==> config.mk <==
export PLATFORM = sky130hd
export DESIGN_NAME = sorted_priority_queue_unit
export DESIGN_NICKNAME = d
export VERILOG_FILES = /design/src/spq_pkg.sv /design/src/sorted_priority_queue_unit.sv /design/src/spq_cell.sv
export SDC_FILE = /design/constraint.sdc
export NUM_CORES = 2
export LEC_CHECK = 0
export BUFFER_PORTS_ARGS = -buffer_cell sky130_fd_sc_hd__buf_2
export CAP_MARGIN = 0
export CORE_ASPECT_RATIO = 2
export CORE_MARGIN = 4
export CORE_UTILIZATION = 30
export DETAILED_ROUTE_END_ITERATION = 6
export GPL_TIMING_DRIVEN = 0
export PLACE_DENSITY = 0.45
export SYNTH_ARGS = -nofsm -noshare
export SYNTH_HDL_FRONTEND = slang
export SYNTH_HIERARCHICAL = 1
export SYNTH_SLANG_ARGS = --single-unit
export TNS_END_PERCENT = 5
==> constraint.sdc <==
create_clock -name clk -period 11.3 [get_ports clk]
set_clock_uncertainty 0.1 [all_clocks]
set_input_delay 1.695 -clock clk [delete_from_list [all_inputs] [get_ports clk]]
set_output_delay 1.695 -clock clk [all_outputs]
set_load 0.02 [all_outputs]
==> src/spq_pkg.sv <==
package spq_pkg;

	localparam int KEY_BITS  = 16;
	localparam int ID_BITS   = 16;
	localparam int FILL_BITS = 5;
	localparam int DEPTH_DEF = 16;

	typedef enum logic [1:0] {
		OP_INSERT = 2'd0,
		OP_POP    = 2'd1,
		OP_REMOVE = 2'd2,
		OP_NONE   = 2'd3
	} op_t;

	typedef enum logic [1:0] {
		ST_DONE      = 2'd0,
		ST_FULL      = 2'd1,
		ST_EMPTY     = 2'd2,
		ST_NOT_FOUND = 2'd3
	} status_t;

	typedef struct packed {
		op_t                 kind;
		logic [KEY_BITS-1:0] entry_key;
		logic [ID_BITS-1:0]  entry_id;
	} req_item_t;

	typedef struct packed {
		status_t              status;
		logic [KEY_BITS-1:0]  out_key;
		logic [ID_BITS-1:0]   out_id;
		logic [FILL_BITS-1:0] fill_count;
	} rsp_item_t;

	typedef struct packed {
		logic [KEY_BITS-1:0] key;
		logic [ID_BITS-1:0]  id;
	} entry_t;

	// broadcast from the controller to every cell
	typedef struct packed {
		logic                cmp_en;
		logic                pop;
		logic                ins_en;
		logic                rem_en;
		logic [KEY_BITS-1:0] key;
		logic [ID_BITS-1:0]  id;
	} cell_cmd_t;

endpackage

==> src/sorted_priority_queue_unit.sv <==
// Sorted priority queue built as a row of DEPTH entry cells.
// Result registered at commit: the item is accepted, all cells compare in parallel in
//   S_CMP, then shift and commit in S_COMMIT once the output register is free.
// A new item is taken only while idle or as the item before it commits, so items never overlap.
// Reset (arst_n low, asynchronous): queue empties, no result pending; cell
//   contents are not cleared and are never read until written.
module sorted_priority_queue_unit #(
	parameter int DEPTH = spq_pkg::DEPTH_DEF
) (
	input  logic               clk,
	input  logic               arst_n,
	input  logic               req_valid,
	output logic               req_stall,
	input  spq_pkg::req_item_t req,
	output logic               rsp_valid,
	input  logic               rsp_stall,
	output spq_pkg::rsp_item_t rsp
);
	import spq_pkg::*;

	localparam int CW = $clog2(DEPTH+1);
	localparam logic [CW-1:0] FULL_CNT = CW'(DEPTH);

	typedef enum logic [2:0] {
		S_IDLE   = 3'b001,
		S_CMP    = 3'b010,
		S_COMMIT = 3'b100
	} state_t;

	state_t          st_q;
	req_item_t       req_q;
	logic [CW-1:0]   count_q;
	logic [CW-1:0]   count_next;
	rsp_item_t       rsp_q;
	logic            rsp_valid_q;

	logic            accept;
	logic            out_free;
	logic            commit;
	logic            ins_go;
	logic            rem_go;
	logic            found;
	status_t         status;
	entry_t          taken;
	cell_cmd_t       cmd;

	entry_t          data_w   [DEPTH];
	logic            gt_w     [DEPTH];
	logic            prefix_w [DEPTH];
	logic [DEPTH-1:0] first_w;

	// the output register parts the two sides: a new item can be taken while a
	// result still waits, and commit holds off until that result has left
	assign out_free  = !rsp_valid_q || !rsp_stall;
	assign commit    = (st_q == S_COMMIT) && out_free;
	assign req_stall = !((st_q == S_IDLE) || commit);
	assign accept    = req_valid && !req_stall;
	assign found     = prefix_w[DEPTH-1];

	// request decode, evaluated against the flags the cells latched in the compare state
	always_comb begin
		status     = ST_DONE;
		ins_go     = 1'b0;
		rem_go     = 1'b0;
		count_next = count_q;
		unique case (req_q.kind)
			OP_INSERT: begin
				if (count_q == FULL_CNT) begin
					status = ST_FULL;
				end else begin
					ins_go     = 1'b1;
					count_next = count_q + CW'(1);
				end
			end
			OP_POP, OP_REMOVE: begin
				if (count_q == '0) begin
					status = ST_EMPTY;
				end else if (!found) begin
					status = ST_NOT_FOUND;
				end else begin
					rem_go     = 1'b1;
					count_next = count_q - CW'(1);
				end
			end
			default: begin
				status = ST_DONE;
			end
		endcase
	end

	// removed entry: exactly one cell flags itself as the first match
	always_comb begin
		taken = '0;
		for (int i = 0; i < DEPTH; i++) begin
			if (first_w[i]) begin
				taken = taken | data_w[i];
			end
		end
	end

	always_comb begin
		cmd.cmp_en = (st_q == S_CMP);
		cmd.pop    = (req_q.kind == OP_POP);
		cmd.ins_en = commit && ins_go;
		cmd.rem_en = commit && rem_go;
		cmd.key    = req_q.entry_key;
		cmd.id     = req_q.entry_id;
	end

	// cell row: inserts shift toward the tail, removals pull from the tail side
	for (genvar i = 0; i < DEPTH; i++) begin : g_cell
		spq_cell #(
			.DEPTH (DEPTH),
			.IDX   (i)
		) u_cell (
			.clk        (clk),
			.cmd        (cmd),
			.count      (count_q),
			.left       ((i == 0) ? data_w[i] : data_w[(i == 0) ? 0 : i-1]),
			.gt_left    ((i == 0) ? 1'b0 : gt_w[(i == 0) ? 0 : i-1]),
			.right      ((i == DEPTH-1) ? data_w[i] : data_w[(i == DEPTH-1) ? i : i+1]),
			.prefix_in  ((i == 0) ? 1'b0 : prefix_w[(i == 0) ? 0 : i-1]),
			.data       (data_w[i]),
			.gt         (gt_w[i]),
			.prefix_out (prefix_w[i]),
			.first      (first_w[i])
		);
	end

	always_ff @(posedge clk or negedge arst_n) begin
		if (!arst_n) begin
			st_q        <= S_IDLE;
			count_q     <= '0;
			rsp_valid_q <= 1'b0;
		end else begin
			unique case (st_q)
				S_IDLE: begin
					if (accept) begin
						st_q <= S_CMP;
					end
				end
				S_CMP: begin
					st_q <= S_COMMIT;
				end
				S_COMMIT: begin
					if (commit) begin
						st_q <= accept ? S_CMP : S_IDLE;
					end
				end
				default: begin
					st_q <= S_IDLE;
				end
			endcase
			if (commit) begin
				count_q     <= count_next;
				rsp_valid_q <= 1'b1;
			end else if (!rsp_stall) begin
				rsp_valid_q <= 1'b0;
			end
		end
	end

	always_ff @(posedge clk) begin
		if (accept) begin
			req_q <= req;
		end
		if (commit) begin
			rsp_q.status     <= status;
			rsp_q.out_key    <= rem_go ? taken.key : '0;
			rsp_q.out_id     <= rem_go ? taken.id : '0;
			rsp_q.fill_count <= FILL_BITS'(count_next);
		end
	end

	assign rsp_valid = rsp_valid_q;
	assign rsp       = rsp_q;

	a_count_bound: assert property (@(posedge clk) disable iff (!arst_n)
		count_q <= FULL_CNT)
		else $error("fill count beyond depth");

	a_fill_matches: assert property (@(posedge clk) disable iff (!arst_n)
		rsp_valid_q |-> (rsp_q.fill_count == FILL_BITS'(count_q)))
		else $error("reported fill count differs from held count");

	a_insert_grows: assert property (@(posedge clk) disable iff (!arst_n)
		cmd.ins_en |=> (count_q == $past(count_q) + CW'(1)))
		else $error("insert did not grow the queue");

	a_full_only_when_full: assert property (@(posedge clk) disable iff (!arst_n)
		(rsp_valid_q && rsp_q.status == ST_FULL) |-> (count_q == FULL_CNT))
		else $error("full reported on a queue with room");

	a_single_take: assert property (@(posedge clk) disable iff (!arst_n)
		cmd.rem_en |-> $onehot(first_w))
		else $error("removal without exactly one selected cell");

endmodule

==> src/spq_cell.sv <==
module spq_cell #(
	parameter int DEPTH = spq_pkg::DEPTH_DEF,
	parameter int IDX   = 0
) (
	input  logic                            clk,
	input  spq_pkg::cell_cmd_t              cmd,
	input  logic [$clog2(DEPTH+1)-1:0]      count,
	input  spq_pkg::entry_t                 left,
	input  logic                            gt_left,
	input  spq_pkg::entry_t                 right,
	input  logic                            prefix_in,
	output spq_pkg::entry_t                 data,
	output logic                            gt,
	output logic                            prefix_out,
	output logic                            first
);
	import spq_pkg::*;

	localparam int CW = $clog2(DEPTH+1);
	localparam logic [CW-1:0] MY_POS = CW'(IDX);

	entry_t data_q;
	logic   gt_q;
	logic   match_q;
	logic   occ;
	logic   at_end;
	logic   take_new;
	logic   hit;

	assign occ      = MY_POS < count;
	assign at_end   = MY_POS == count;
	// new entry lands at the first cell holding a larger key, or just past the tail
	assign take_new = !gt_left && (gt_q || at_end);
	assign hit      = prefix_in | match_q;

	assign data       = data_q;
	assign gt         = gt_q;
	assign prefix_out = hit;
	assign first      = match_q & !prefix_in;

	always_ff @(posedge clk) begin
		if (cmd.cmp_en) begin
			gt_q    <= occ && (data_q.key > cmd.key);
			match_q <= cmd.pop ? (occ && (IDX == 0)) : (occ && (data_q.id == cmd.id));
		end
		if (cmd.ins_en) begin
			if (gt_left) begin
				data_q <= left;
			end else if (take_new) begin
				data_q <= '{key: cmd.key, id: cmd.id};
			end
		end else if (cmd.rem_en && hit) begin
			data_q <= right;
		end
	end

endmodule

==> flow_summary.toml <==
[status]
status = "complete, but fails checks"
violations = "slew limit"

[placement]
place_congestion = 0.977
dp_hpwl_um = 180000
pre_cts_ws_ps = 2510
place.port_buffers = 78

[global_routing]
grt_use_total_pct = 29.6
grt_overflow = 0
grt_pass1_wl_um = 306000
antenna_found_initial = 15
grt_max_degree = 38
grt_pass1_vias = 37400

[floorplan]
pin_count = 79
num_rows = 196
fp.dieH_um = 543
die_area_um2 = 150000
start_util_pct = 30.1
core_area_um2 = 142000
die_w_um = 275

[worst_setup_path]
crit_chain = "or2_2, or2_2, or2_2, or2_2, or2_2, or2_2, or2_2, or2_2, or2_2, or2_2, or2_2, or2_2, or2_2, or2_2, or2_2, nor2b_1, clkbuf_1, a22o_1, a221oi_1, and4_1, nor2_1"
cp.buffers_inverters = 1
endpoint_kind = "flop"
startpoint_type = "flop"
crit_arrival_ps = 9740
crit_type = "reg -> reg"
cpMaxStageDelayCell = "clkbuf_1"
critical_path.max_stage_delay_ps = 1140
cpMostUsedCell = "or2_2"
crit_family = "simple AND/OR/NAND/NOR gates"
critPathRequiredTime_ps = 11730
path_max_fanout = 10

[timing]
drv_slew = 2
finalCritPeriodShare_pct = 82.4
hold_viol_final = 0
tns_ps = 0
setup_violations = 0
tightest_slew_ps = 1650
max_freq_ghz = 0.107
rsz0062_at_grt = "false"
min_period_ps = 9310
setup_slack_ps = 1990
slew-limit-headroom_pct = -10.1

[clocking]
clkLatencyLatePin_ps = 690
ctsRootBufferMaster = "clkbuf_16"
cts-buffers-inserted = 70
cts-htree-levels = 3
post_cts.resized_instances = 0
cts_tree = "done"
clkSinkCount = 626
clk_path_buf_depth = 3
cts_setup_buffers = 0
path_clk_slew_ps = 60
hold_buffers = 0

[detailed_routing]
drc_errors = 0
ant_nets = 0
wl_um = 227000
drt-initial-drc-count = 3444
avgViaCountPerCell = 5.84
via_count = 37000
firstDrtPassIters = 6
avgRoutedWirePerCell_um = 35.8

[yosys]
syn_area_um2 = 42900
yosysWarnings = 6
synth_cell_types = 77
synth_cells = 4173
synth_flop_cell = "edfxtp_1"
synth-seq-cells = 626
avgSynthCellArea_um2 = 10.3
ys_seq_area_share_pct = 43.7
synth-edff-count = 617
async_flop_share_pct = 1.44

[worst_hold_path]
min_path_type = "reg -> reg"

[job]
cap_violations = 0

[pwr]
irDropWorstVdd_mv = 0.123
power_mw = 7.80
power_density_nw_per_um2 = 156
leakage_nw = 19.7

[final_layout]
drive_gt1_share_pct = 9.49
layout_commonest_cell = "a21oi_1"
fin_nets = 4694
syn_to_final_growth_pct = 16.4
most-common-layout-cells = "a21oi_1 (619), edfxtp_1 (617), nor2_1 (568), mux2i_1 (512), inv_1 (265)"
## sequential cells by signal (all words and copies together), names as in the netlist
name / cells
cmd: 32
count_q: 5
g_cell.u_cell/data: 512
g_cell.u_cell/gt: 16
g_cell.u_cell/match_q: 16
req_q: 2
rsp: 39
rsp_valid: 1
st_q: 3
## through the flow
step                hold WS [ps]  util, %  cells  area [µm²]
floorplan                    434        -   4175       42900
global placement             497     32.0   6134       45700
detailed placement           484     33.5   6203       47700
CTS                          505     35.0   6326       49900
global route                 523     35.0   6328       49900
finish                       500     35.0   6334       49900
## Yosys cell counts (4+ instances only)
cell | number | share of area (%)
a21oi_1 | 619 | 7.2
edfxtp_1 | 617 | 43
nor2_1 | 571 | 5.0
mux2i_1 | 512 | 12
inv_1 | 266 | 2.3
ha_1 | 261 | 7.6
xor2_1 | 158 | 3.2
a221oi_1 | 129 | 2.6
a22o_1 | 128 | 2.6
clkbuf_1 | 110 | 0.96
xnor2_1 | 96 | 2.0
nand4_1 | 76 | 1.1
buf_2 | 57 | 0.66
nand2_1 | 53 | 0.46
nand3_1 | 48 | 0.56
and4_1 | 45 | 0.92
nor4_1 | 37 | 0.54
buf_1 | 35 | 0.31
nor2b_1 | 34 | 0.50
buf_4 | 26 | 0.45
nor3_1 | 26 | 0.30
o21ai_0 | 26 | 0.30
a21o_1 | 21 | 0.37
or2_2 | 16 | 0.23
nor4_2 | 15 | 0.44
a21boi_0 | 13 | 0.23
o211ai_1 | 13 | 0.23
o31ai_1 | 13 | 0.23
o21a_1 | 11 | 0.19
or4_1 | 10 | 0.17
a41o_1 | 9 | 0.21
o21bai_1 | 9 | 0.16
dfrtp_1 | 8 | 0.47
o31a_1 | 8 | 0.16
o41a_1 | 8 | 0.21
a221o_1 | 7 | 0.16
a21boi_1 | 6 | 0.10
nor3_2 | 5 | 0.12
o21ai_1 | 5 | 0.058
or3_1 | 5 | 0.073
a31oi_1 | 4 | 0.058
buf_6 | 4 | 0.10
nor3b_1 | 4 | 0.070
## worst register-to-register path: stages, from the launching register on
cell	delay, ps
edfxtp_1	380
or2_2	330
or2_2	320
or2_2	360
or2_2	380
or2_2	360
or2_2	350
or2_2	320
or2_2	310
or2_2	300
or2_2	330
or2_2	370
or2_2	390
or2_2	360
or2_2	340
or2_2	330
nor2b_1	1120
clkbuf_1	1150
a22o_1	750
a221oi_1	120
and4_1	290
nor2_1	110
## logic make-up after synthesis
family	after synthesis	share of synthesized area, %
mux	514	12.0
other cells	1	0.00874
fa+ha+maj	261	7.61
simple gates	965	11.0
flops	626	43.7
compound gates	1052	15.7
xor+xnor	256	5.26
buf+inv	498	4.82
## area by class of cell
cell class	count	area [µm²]
buffer	232	1070
inverter	266	998
sequential	626	18800
clock inverter	41	377
multi-input combinational	3051	22300
clock buffer	82	1800
antenna	7	17.5
fill	14400	92500
tap	1881	2350
timing repair buffer	148	2250
## worst paths after layout
check	slack, ps	startpoint	endpoint	cells past startpoint
max	1990	g_cell[0].u_cell/match_q	rsp[23]	21
min	500	st_q[1]	st_q[0]	1
max reg2reg	1990	g_cell[0].u_cell/match_q	rsp[23]	21
min reg2reg	500	st_q[1]	st_q[0]	1
max in group asynchronous	10020	arst_n	st_q[0]	1
min in group asynchronous	800	arst_n	count_q[2]	1
## power by group
group          switching, mW  total, mW  internal, mW
Clock                   1.12       2.37          1.25
Combinational           1.35       2.30         0.949
Sequential             0.396       3.14          2.74
## per-layer routing
layer / GRT usage, % / vias to the layer above / routed length [µm]
li1: - / 16100 / -
met1: 27.4 / 18000 / 70000
met2: 53.1 / 1933 / 115000
met3: 3.82 / 894 / 10600
met4: 31.5 / 16 / 31300
met5: 0 / - / 126
No activity file was read; power rests on OpenSTA's default activity.
